==> src/rtl/core/imufd_pkg.sv <==
// ----------------------------------------------------------------------------
// imufd_pkg
// Types and constants shared by the inertial sensor frame decoder.
// ----------------------------------------------------------------------------
`default_nettype none

package imufd_pkg;

  localparam int unsigned FRAME_LEN   = 11;
  localparam int unsigned POS_W       = 4;
  localparam int unsigned PAYLOAD_LEN = 8;
  localparam int unsigned QUEUE_DEPTH = 2;

  // reset values of the configuration registers
  localparam logic [7:0]  HEADER_RESET    = 8'h55;
  localparam logic [15:0] THRESHOLD_RESET = 16'd61895;

  // configuration register indexes
  localparam logic [7:0] REG_FRAME_HEADER   = 8'd0;
  localparam logic [7:0] REG_JUMP_THRESHOLD = 8'd1;

  // frame type bytes
  localparam logic [7:0] TYPE_FIRST = 8'h51;
  localparam logic [7:0] TYPE_LAST  = 8'h59;

  // scale factors to Q16.16
  localparam logic signed [17:0] SCALE_ACCEL = 18'sd32;
  localparam logic signed [17:0] SCALE_RATE  = 18'sd4000;
  localparam logic signed [17:0] SCALE_ANGLE = 18'sd360;
  localparam logic signed [17:0] SCALE_MAG   = 18'sd65536;
  localparam logic signed [17:0] SCALE_QUAT  = 18'sd2;

  localparam logic signed [17:0] FULL_TURN = 18'sd65536;

  typedef enum logic [3:0] {
    KIND_ACCEL    = 4'd0,
    KIND_RATE     = 4'd1,
    KIND_ANGLE    = 4'd2,
    KIND_MAG      = 4'd3,
    KIND_PORT     = 4'd4,
    KIND_PRESSURE = 4'd5,
    KIND_POSITION = 4'd6,
    KIND_GPS      = 4'd7,
    KIND_QUAT     = 4'd8,
    KIND_UNKNOWN  = 4'd9
  } kind_e;

  typedef enum logic [1:0] {
    MODE_FIRST = 2'd0,
    MODE_NORMAL = 2'd1,
    MODE_PLUS  = 2'd2,
    MODE_MINUS = 2'd3
  } unwrap_mode_e;

  typedef struct packed {
    logic [7:0]  frame_type;
    logic [63:0] payload;     // byte 0 in the low bits
  } frame_t;

  typedef struct packed {
    kind_e              kind;
    logic signed [31:0] value_x;
    logic signed [31:0] value_y;
    logic signed [31:0] value_z;
    logic signed [31:0] value_w;
    logic signed [31:0] word_a;
    logic signed [31:0] word_b;
    logic signed [17:0] expanded_yaw;
  } result_t;

endpackage

`default_nettype wire

==> src/rtl/core/imufd_front.sv <==
// ----------------------------------------------------------------------------
// imufd_front
// Byte-level frame assembly with header sync and a two-entry frame queue.
// ----------------------------------------------------------------------------
`default_nettype none

module imufd_front (
  input  wire logic              clk_i,
  input  wire logic              rst_ni,
  input  wire logic [7:0]        frame_header_i,
  input  wire logic              push_i,
  input  wire logic [7:0]        rx_byte_i,
  output logic                   full_o,
  output logic                   frame_valid_o,
  output imufd_pkg::frame_t      frame_o,
  input  wire logic              frame_pop_i
);

  localparam logic [imufd_pkg::POS_W-1:0] POS_IDLE = '0;
  localparam logic [imufd_pkg::POS_W-1:0] POS_TYPE = imufd_pkg::POS_W'(1);
  localparam logic [imufd_pkg::POS_W-1:0] POS_LAST =
    imufd_pkg::POS_W'(imufd_pkg::FRAME_LEN - 1);

  logic [imufd_pkg::POS_W-1:0] pos_q, pos_d;
  logic [7:0]                  type_q;
  logic [63:0]                 payload_q;
  logic [2:0]                  slot;
  logic                        accept;
  logic                        enq;

  imufd_pkg::frame_t entry_q [imufd_pkg::QUEUE_DEPTH];
  logic       wr_ptr_q, rd_ptr_q;
  logic [1:0] cnt_q;
  logic       deq;

  assign full_o        = (cnt_q == 2'(imufd_pkg::QUEUE_DEPTH));
  assign accept        = push_i && !full_o;
  assign enq           = accept && (pos_q == POS_LAST);
  assign deq           = frame_pop_i && frame_valid_o;
  assign frame_valid_o = (cnt_q != 2'd0);
  assign frame_o       = entry_q[rd_ptr_q];

  logic [imufd_pkg::POS_W-1:0] pos_off;
  assign pos_off = pos_q - imufd_pkg::POS_W'(2);
  assign slot    = pos_off[2:0];

  always_comb begin
    pos_d = pos_q;
    if (accept) begin
      priority if (pos_q == POS_IDLE) begin
        // resync: wait for the header byte
        if (rx_byte_i == frame_header_i) pos_d = POS_TYPE;
      end else if (pos_q == POS_LAST) begin
        pos_d = POS_IDLE;
      end else begin
        pos_d = pos_q + POS_TYPE;
      end
    end
  end

  always_ff @(posedge clk_i or negedge rst_ni) begin
    if (!rst_ni) begin
      pos_q    <= POS_IDLE;
      wr_ptr_q <= 1'b0;
      rd_ptr_q <= 1'b0;
      cnt_q    <= 2'd0;
    end else begin
      pos_q <= pos_d;
      if (enq) wr_ptr_q <= !wr_ptr_q;
      if (deq) rd_ptr_q <= !rd_ptr_q;
      unique case ({enq, deq})
        2'b10:   cnt_q <= cnt_q + 2'd1;
        2'b01:   cnt_q <= cnt_q - 2'd1;
        default: cnt_q <= cnt_q;
      endcase
    end
  end

  always_ff @(posedge clk_i) begin
    if (accept && pos_q == POS_TYPE) type_q <= rx_byte_i;
    if (accept && pos_q > POS_TYPE && pos_q < POS_LAST) begin
      payload_q[slot*8 +: 8] <= rx_byte_i;
    end
    if (enq) begin
      entry_q[wr_ptr_q].frame_type <= type_q;
      entry_q[wr_ptr_q].payload    <= payload_q;
    end
  end

endmodule

`default_nettype wire

==> src/rtl/core/imufd_back.sv <==
// ----------------------------------------------------------------------------
// imufd_back
// Frame decode, Q16.16 scaling, yaw unwrap and a two-entry result queue.
// ----------------------------------------------------------------------------
`default_nettype none

module imufd_back (
  input  wire logic              clk_i,
  input  wire logic              rst_ni,
  input  wire logic [15:0]       jump_threshold_i,
  input  wire logic              frame_valid_i,
  input  imufd_pkg::frame_t      frame_i,
  output logic                   frame_pop_o,
  input  wire logic              pop_i,
  output logic                   empty_o,
  output imufd_pkg::result_t     result_o
);

  imufd_pkg::result_t entry_q [imufd_pkg::QUEUE_DEPTH];
  logic       wr_ptr_q, rd_ptr_q;
  logic [1:0] cnt_q;
  logic       full, deq;

  imufd_pkg::unwrap_mode_e mode_q, mode_d;
  logic signed [15:0]      last_yaw_q;
  logic signed [17:0]      held_q, held_d;

  imufd_pkg::kind_e   kind;
  imufd_pkg::result_t res;
  logic signed [15:0] h0, h1, h2, h3;
  logic signed [17:0] scale;
  logic signed [33:0] p0, p1, p2;
  logic               use_scale;
  logic signed [17:0] d, thr;
  logic               neg_jump, pos_jump;

  assign full        = (cnt_q == 2'(imufd_pkg::QUEUE_DEPTH));
  assign frame_pop_o = frame_valid_i && !full;
  assign empty_o     = (cnt_q == 2'd0);
  assign deq         = pop_i && !empty_o;
  assign result_o    = entry_q[rd_ptr_q];

  assign h0 = frame_i.payload[15:0];
  assign h1 = frame_i.payload[31:16];
  assign h2 = frame_i.payload[47:32];
  assign h3 = frame_i.payload[63:48];

  always_comb begin
    if (frame_i.frame_type >= imufd_pkg::TYPE_FIRST &&
        frame_i.frame_type <= imufd_pkg::TYPE_LAST) begin
      kind = imufd_pkg::kind_e'(4'(frame_i.frame_type - imufd_pkg::TYPE_FIRST));
    end else begin
      kind = imufd_pkg::KIND_UNKNOWN;
    end
  end

  always_comb begin
    use_scale = 1'b1;
    unique case (kind)
      imufd_pkg::KIND_ACCEL: scale = imufd_pkg::SCALE_ACCEL;
      imufd_pkg::KIND_RATE:  scale = imufd_pkg::SCALE_RATE;
      imufd_pkg::KIND_ANGLE: scale = imufd_pkg::SCALE_ANGLE;
      imufd_pkg::KIND_MAG:   scale = imufd_pkg::SCALE_MAG;
      imufd_pkg::KIND_QUAT:  scale = imufd_pkg::SCALE_QUAT;
      default: begin
        scale     = '0;
        use_scale = 1'b0;
      end
    endcase
  end

  assign p0 = 34'(h0) * 34'(scale);
  assign p1 = 34'(h1) * 34'(scale);
  assign p2 = 34'(h2) * 34'(scale);

  // yaw tracker, step measured against the previous raw yaw
  assign d        = 18'(h2) - 18'(last_yaw_q);
  assign thr      = {2'b00, jump_threshold_i};
  assign neg_jump = (d < -thr);
  assign pos_jump = (d > thr);

  always_comb begin
    mode_d = mode_q;
    held_d = held_q;
    if (kind == imufd_pkg::KIND_ANGLE) begin
      priority if (mode_q == imufd_pkg::MODE_FIRST) begin
        mode_d = imufd_pkg::MODE_NORMAL;
        held_d = 18'(h2);
      end else if (neg_jump || mode_q == imufd_pkg::MODE_PLUS) begin
        if (pos_jump) begin
          mode_d = imufd_pkg::MODE_NORMAL;
        end else begin
          mode_d = imufd_pkg::MODE_PLUS;
          held_d = 18'(h2) + imufd_pkg::FULL_TURN;
        end
      end else if (pos_jump || mode_q == imufd_pkg::MODE_MINUS) begin
        if (neg_jump) begin
          mode_d = imufd_pkg::MODE_PLUS;
        end else begin
          mode_d = imufd_pkg::MODE_MINUS;
          held_d = 18'(h2) - imufd_pkg::FULL_TURN;
        end
      end else begin
        mode_d = imufd_pkg::MODE_NORMAL;
        held_d = 18'(h2);
      end
    end
  end

  always_comb begin
    res              = '0;
    res.kind         = kind;
    res.expanded_yaw = held_d;
    if (use_scale) begin
      res.value_x = p0[31:0];
      res.value_y = p1[31:0];
      res.value_z = p2[31:0];
    end
    if (kind == imufd_pkg::KIND_QUAT) res.value_w = {{15{h3[15]}}, h3, 1'b0};
    if (kind == imufd_pkg::KIND_PRESSURE || kind == imufd_pkg::KIND_POSITION) begin
      res.word_a = frame_i.payload[31:0];
      res.word_b = frame_i.payload[63:32];
    end
  end

  always_ff @(posedge clk_i or negedge rst_ni) begin
    if (!rst_ni) begin
      mode_q     <= imufd_pkg::MODE_FIRST;
      last_yaw_q <= '0;
      held_q     <= '0;
      wr_ptr_q   <= 1'b0;
      rd_ptr_q   <= 1'b0;
      cnt_q      <= 2'd0;
    end else begin
      if (frame_pop_o) begin
        mode_q <= mode_d;
        held_q <= held_d;
        if (kind == imufd_pkg::KIND_ANGLE) last_yaw_q <= h2;
        wr_ptr_q <= !wr_ptr_q;
      end
      if (deq) rd_ptr_q <= !rd_ptr_q;
      unique case ({frame_pop_o, deq})
        2'b10:   cnt_q <= cnt_q + 2'd1;
        2'b01:   cnt_q <= cnt_q - 2'd1;
        default: cnt_q <= cnt_q;
      endcase
    end
  end

  always_ff @(posedge clk_i) begin
    if (frame_pop_o) entry_q[wr_ptr_q] <= res;
  end

endmodule

`default_nettype wire

==> src/rtl/core/imu_frame_decoder_yaw_unwrap_unit.sv <==
// ----------------------------------------------------------------------------
// imu_frame_decoder_yaw_unwrap_unit
// Inertial sensor serial frame decoder with Q16.16 scaling and yaw unwrap.
// ----------------------------------------------------------------------------
// Takes one byte per cycle while the frame queue is not full; one result per
// 11-byte frame. A frame's last byte transfer writes it to the frame queue;
// the back end decodes one queued frame per cycle into the output queue while that queue is not full.
// Reset (async, active low) returns to header search, restores the header and
// threshold registers, clears the yaw tracker and empties both queues.
`default_nettype none

module imu_frame_decoder_yaw_unwrap_unit (
  input  wire logic               clk_i,
  input  wire logic               rst_ni,
  input  wire logic               cfg_valid_i,
  output logic                    cfg_ready_o,
  input  wire logic [7:0]         cfg_index_i,
  input  wire logic [15:0]        cfg_data_i,
  input  wire logic               push,
  output logic                    full,
  input  wire logic [7:0]         rx_byte_i,
  output logic                    empty,
  input  wire logic               pop,
  output logic [3:0]              kind_o,
  output logic signed [31:0]      value_x_o,
  output logic signed [31:0]      value_y_o,
  output logic signed [31:0]      value_z_o,
  output logic signed [31:0]      value_w_o,
  output logic signed [31:0]      word_a_o,
  output logic signed [31:0]      word_b_o,
  output logic signed [17:0]      expanded_yaw_o
);

  logic [7:0]  frame_header_q;
  logic [15:0] jump_threshold_q;
  logic        cfg_we;

  logic               frame_valid, frame_pop;
  imufd_pkg::frame_t  frame;
  imufd_pkg::result_t result;

  assign cfg_ready_o = 1'b1;
  assign cfg_we      = cfg_valid_i && cfg_ready_o;

  always_ff @(posedge clk_i or negedge rst_ni) begin
    if (!rst_ni) begin
      frame_header_q   <= imufd_pkg::HEADER_RESET;
      jump_threshold_q <= imufd_pkg::THRESHOLD_RESET;
    end else if (cfg_we) begin
      if (cfg_index_i == imufd_pkg::REG_FRAME_HEADER) frame_header_q <= cfg_data_i[7:0];
      if (cfg_index_i == imufd_pkg::REG_JUMP_THRESHOLD) jump_threshold_q <= cfg_data_i;
    end
  end

  imufd_front u_front (
    .clk_i          (clk_i),
    .rst_ni         (rst_ni),
    .frame_header_i (frame_header_q),
    .push_i         (push),
    .rx_byte_i      (rx_byte_i),
    .full_o         (full),
    .frame_valid_o  (frame_valid),
    .frame_o        (frame),
    .frame_pop_i    (frame_pop)
  );

  imufd_back u_back (
    .clk_i            (clk_i),
    .rst_ni           (rst_ni),
    .jump_threshold_i (jump_threshold_q),
    .frame_valid_i    (frame_valid),
    .frame_i          (frame),
    .frame_pop_o      (frame_pop),
    .pop_i            (pop),
    .empty_o          (empty),
    .result_o         (result)
  );

  assign kind_o         = result.kind;
  assign value_x_o      = result.value_x;
  assign value_y_o      = result.value_y;
  assign value_z_o      = result.value_z;
  assign value_w_o      = result.value_w;
  assign word_a_o       = result.word_a;
  assign word_b_o       = result.word_b;
  assign expanded_yaw_o = result.expanded_yaw;

endmodule

`default_nettype wire

==> config.mk <==
export PLATFORM = sky130hd
export DESIGN_NAME = imu_frame_decoder_yaw_unwrap_unit
export DESIGN_NICKNAME = d
export VERILOG_FILES = /design/src/rtl/core/imufd_pkg.sv /design/src/rtl/core/imufd_front.sv /design/src/rtl/core/imufd_back.sv /design/src/rtl/core/imu_frame_decoder_yaw_unwrap_unit.sv
export SDC_FILE = /design/constraint.sdc
export NUM_CORES = 2
export LEC_CHECK = 0
export BUFFER_PORTS_ARGS = -buffer_cell sky130_fd_sc_hd__buf_2
export CAP_MARGIN = 20
export CORE_ASPECT_RATIO = 0.7
export CORE_MARGIN = 2
export CORE_UTILIZATION = 30
export DETAILED_ROUTE_END_ITERATION = 16
export PLACE_DENSITY_LB_ADDON = 0.1
export SLEW_MARGIN = 20
export SYNTH_ARGS = -nofsm -noshare
export SYNTH_HDL_FRONTEND = slang
export SYNTH_SLANG_ARGS = --single-unit
==> constraint.sdc <==
create_clock -name clk_i -period 9.1 [get_ports clk_i]
set_input_delay 1.82 -clock clk_i [delete_from_list [all_inputs] [get_ports clk_i]]
set_output_delay 1.82 -clock clk_i [all_outputs]
set_load 0.1 [all_outputs]
; ---- Word-level counts from Yosys, hierarchy flattened
; Memories as Yosys holds them, arrays and structs flattened.
; Cells that the tools add are included.
[word_totals]
register_bits = 144
mem_bits_rw = 572
input_bits = 37
output_inout_bits = 217
wordCells = 117
n_memories = 2
[mem_list]
columns = name, words, width, read_ports, rd_ports_with_merged_regs, wr, line
row1 = u_back.entry_q, 2, 214, 1, 0, 1, imufd_back.sv:19  ; imufd_pkg::result_t entry_q [imufd_pkg::QUEUE_DEPTH];
row2 = u_front.entry_q, 2, 72, 1, 0, 1, imufd_front.sv:31  ; imufd_pkg::frame_t entry_q [imufd_pkg::QUEUE_DEPTH];
[op_classes]
add_sub_neg = 12
multipliers = 3
magnitude_cmp = 6
n_eq_ne = 19
shifts = 2
muxes = 27
reduce_logical = 32
[op_table]
columns = operator, count
row1 = two-way mux 18 bit, 6
row2 = multiplier 16 x 18 -> 32 bit, 3
row3 = two-way mux 96 bit, 1
row4 = case mux 17 bit (5 select lines), 1
row5 = bitwise mux 64 bit, 1
row6 = two-way mux 64 bit, 1
row7 = variable shift 8 x 34 -> 64 bit (first input constant), 1
row8 = variable part select 8 x 34 -> 64 bit, 1
row9 = negation 6 -> 34 bit, 1
row10 = two-way mux 32 bit, 1
row11 = adder 16 x 18 -> 18 bit (second input constant), 1
row12 = > comparator 18 x 17 -> 1 bit, 1
row13 = less-than comparator 18 bit, 1
row14 = negation 16 -> 18 bit, 1
row15 = subtractor 16 x 18 -> 18 bit (second input constant), 1
row16 = subtractor 16 x 16 -> 17 bit, 1
row17 = two-way mux 4 bit, 4
row18 = == test 2 bit (second input constant), 6
row19 = logical AND 1 bit, 9
row20 = == test 4 x 1 -> 1 bit (second input constant), 2
row21 = == test 4 x 2 -> 1 bit (second input constant), 2
row22 = == test 4 x 3 -> 1 bit (second input constant), 2
row23 = == test 4 bit (second input constant), 2
row24 = == test 8 x 1 -> 1 bit (second input constant), 1
row25 = 23 further kinds, 50

; ---- Longest topological paths before layout
; An unclocked memory read counts as a cell.
[depth]
depth_word = 8
mapped_depth = 36
ltp_nobuf = 32

; ---- Modules after synthesis
; A second synthesis with hierarchy kept.
[hier_totals]
hier_cells = 3760
hier_area_um2 = 46328.2
[by_module_without_submodules]
columns = mod, instances, cells_per_inst, area_each_um2, seq_area_each_um2
row1 = imufd_back, 1, 3236, 36648.9, 12712.2
row2 = imufd_front, 1, 467, 8669.6, 6686.4
row3 = imu_frame_decoder_yaw_unwrap_unit, 1, 57, 1009.7, 618.1

; ---- Worst setup path before layout
; OpenSTA, ideal clock, no wires.
[synth_timing]
kind = register to register
from = register u_back.cnt_q[1]
to = memory u_back.entry_q[0][0] (netlist bit), enable pin
setup_time_ns = 0.754
arrival_ns = 8.751
required_ns = 8.346
slack_ns = -0.405
stages_incl_launch_ff = 4
path_buffers = 0
synth_period_minus_slack_ns = 9.505
cell_sequence = dfrtp_1 inv_1 o22ai_1 nor2_1
[synth_between]
elab_chain_cells = 5
[synth_lines]
columns = item, line
row1 = start: declaration, imufd_back.sv:21  ; logic [1:0] cnt_q;
row2 = start signal: assignment, imufd_back.sv:143  ; 2'b10: cnt_q <= cnt_q + 2'd1;
row3 = start signal: assignment, imufd_back.sv:144  ; 2'b01: cnt_q <= cnt_q - 2'd1;
row4 = start signal: assignment, imufd_back.sv:145  ; default: cnt_q <= cnt_q;
row5 = == test 2 bit, imufd_back.sv:37  ; assign full = (cnt_q == 2'(imufd_pkg::QUEUE_DEPTH));
row6 = zero test 1 bit, imufd_back.sv:38  ; assign frame_pop_o = frame_valid_i && !full;
row7 = logical AND 1 bit, imufd_back.sv:38
row8 = two-way mux 1 bit, imufd_back.sv:151  ; if (frame_pop_o) entry_q[wr_ptr_q] <= res;
row9 = two-way mux 1 bit (not written as such), imufd_back.sv:151
row10 = end: declaration, imufd_back.sv:19
; Every way passes these cells.

==> run_results.csv <==
group,metric,value,unit
outcome,status,"complete, no violations",
sta,min_period,8.539,ns
power_and_ir_drop,peakVddDrop,0.4470,mV
worst_setup_path,crit_type,"reg2reg",
floorplanning,io_pins,254,
placement,port-buffer-count,248,
yosys,synth_area_per_cell,12.03,um2
global_route,grt_pass1_vias,29112,
route,drcViolationCount,0,
yosys,syn_area,45840,um2
cts,clkLatencyLatePin,0.70,ns
yosys,yosys_register_bits,678,
floorplanning,die-area,156000,um2
route,drt_iter0_drc,1520,
yosys,synth_top_area_share,39.70,%
floorplanning,std_cell_rows,119,
placement,dpl_cell_area,49920,um2
sta,setup-tns-final,0,ns
placement,place_congestion,0.8062,
cts,cts_buffer_depth,3,
route,drtPass1Iterations,7,
worst_setup_path,cpPeakStageDelay,0.55,ns
floorplanning,core,151100,um2
yosys,yosysSeqAreaShare,43.67,%
sta,period_share,93.83,%
power_and_ir_drop,p_leak,0.02379,uW
yosys,ys.flop_type,"edfxtp_1",
sta,setup_viol,0,
global_route,grt_start_max_net_pins,93,
route,vias,27848,
yosys,synth.distinct_cells,74,
cts,cts_inserted_buffers,77,
yosys,synth_most_common_cell,"inv_1",
floorplanning,start_util,30.33,%
worst_setup_path,endpoint_kind,"flop",
floorplanning,fp.dieH,331.0,um
sta,rsz0062_at_grt,"no",
sta,tightest_slew,1.150,ns
global_route,grt_usage,15.74,%
worst_hold_path,hold_class,"reg2reg",
route,wl_per_cell,19.69,um
yosys,synth_commonest_cells,"inv_1, edfxtp_1, ha_1",
global_route,grt_pass1_wl,185300,um
sta,hold_violations,0,
floorplanning,die_x,471.2,um
placement,dpl_worst_slack,0.4335,ns
cts,clk_pin_slew_worst_paths,0.06,ns
cells_and_area,utilization,34.67,%
sta,timing.final.ws_setup,0.5611,ns
worst_setup_path,cp.required,9.63,ns
worst_setup_path,path_common_cell,"fa_1",
cts,cts_tree,"built",
placement,hpwl,90480,um
global_route,antenna_found_initial,11,
sta,fmaxAchievable,0.1171,GHz
sta,fin_skew,0.03157,ns
route,routed_wl,121500,um
route,final_antenna_net_count,0,
cells_and_area,finalInstanceArea,52400,um2
cts,clockRootBuffer,"clkbuf_16",
yosys,synth_area_leaders,"edfxtp_1, fa_1, ha_1",
worst_setup_path,cp_slowest_cell,"fa_1",
yosys,synth_top_cell_by_area,"edfxtp_1",
power_and_ir_drop,powerDensity,342.6,nW/um2
worst_setup_path,path_max_fanout,32,
yosys,synth_edf_count,606,
route,vias_per_cell,4.511,
sta,hold_slack,0.4396,ns
yosys,ys_warn_count,0,
cts,h-tree-depth,3,
yosys,postSynthCellCount,3809,
cells_and_area,layout-drive-gt1-share,18.36,%
cells_and_area,layout.nets,4946,
worst_setup_path,arrival,9.07,ns
sta,slew-limit-headroom,21.15,%
flow_run,max_cap_violations,0,
yosys,synth_async_sr_flop_share,10.62,%
cells_and_area,area_growth,14.30,%
sta,finalMaxSlewViolations,0,
global_route,grt-ovfl-total,0,
worst_setup_path,cp-start-kind,"flop",
cts,clock_sinks,678,
-- layer usage --
metal  share of wire, %  global-route usage, %
met1                 52                  24.03
met2                 42                  23.36
met3                3.8                  2.708
met4                1.6                  2.950
met5              0.015                      0
-- cell families after synthesis --
kind of cell	Yosys count	synth area share, %
simple gates	795	8.093
fa+ha+maj	793	26.82
buf+inv	745	6.360
flops	678	43.67
compound gates	352	4.864
mux	329	7.981
xor+xnor	115	2.197
other cells	2	0.01638
-- critical path: cells and delay by family (launching register included) --
kind                     cells  cell delay (ns)
multiplexers                 3             0.74
buffers and inverters        9             1.03
AND/OR/NAND/NOR              7             1.18
AO/OA/AOI/OAI                6             1.32
XOR/XNOR                     1             0.19
flip-flops                   1             0.50
adder cells (fa/ha/maj)      8             3.37
-- registers in the layout, indices dropped and copies added, names as in the netlist, 2 cells and up --
name,cells
u_back.entry_q,390
u_back.mode_q,2
u_back.last_yaw_q,16
u_front.pos_q,4
jump_threshold_q,16
u_front.entry_q,144
u_front.payload_q,64
u_front.type_q,8
u_back.cnt_q,2
frame_header_q,8
u_back.held_q,18
u_front.cnt_q,2
-- power breakdown --
part	switching [uW]	leakage, uW	internal, uW
sequential	255	0.00668	4590
clock	1340	0.00118	1690
combinational	7830	0.0159	2250
-- cell type report --
cell class	instances	area, um2
Fill cell	15079	98730
Multi-Input combinational cell	2389	23050
Sequential cell	678	20020
Tap cell	1996	2497
Inverter	620	2327
Timing Repair Buffer	350	2063
Clock buffer	95	2036
Clock inverter	39	381.6
Antenna cell	6	15.01
-- through the flow --
step	power, uW	cells
3_3_place_gp	15170	6033
4_1_cts	18280	6167
6_report	17950	6173
5_1_grt	19000	6170
2_1_floorplan	12990	3812
3_5_place_dp	15130	6033
-- final timing paths --
path,startpoint,slack [ns],cells past startpoint,end
setup / recovery,u_front.rd_ptr_q,0.56,34,u_back.entry_q[1][209]
hold / removal,u_front.payload_q[45],0.44,0,u_front.entry_q[0][45]
setup reg to reg,u_front.rd_ptr_q,0.56,34,u_back.entry_q[1][209]
hold reg to reg,u_front.payload_q[45],0.44,0,u_front.entry_q[0][45]
max in group asynchronous,rst_ni,6.94,2,u_front.rd_ptr_q
min in group asynchronous,rst_ni,0.94,1,jump_threshold_q[11]
-- cell usage in the layout (no fill, tap or decap), types with 66 or more instances in the layout --
master,count
buf_4,98
fa_1,316
inv_1,616
mux2_2,246
and2_1,81
clkbuf_16,78
buf_2,247
edfxtp_1,606
nand2_1,122
xnor2_1,73
mux2i_1,66
a21oi_1,114
ha_1,477
nor2_1,376
o21ai_0,69
-- what timing repair did --
item | CTS | global route
endpoints found under the setup margin | 0 | 52
gates resized for setup | 0 | 8
hold buffers | 0 | 0
buffers inserted | 0 | 0
No activity file was read; power rests on OpenSTA's default activity.
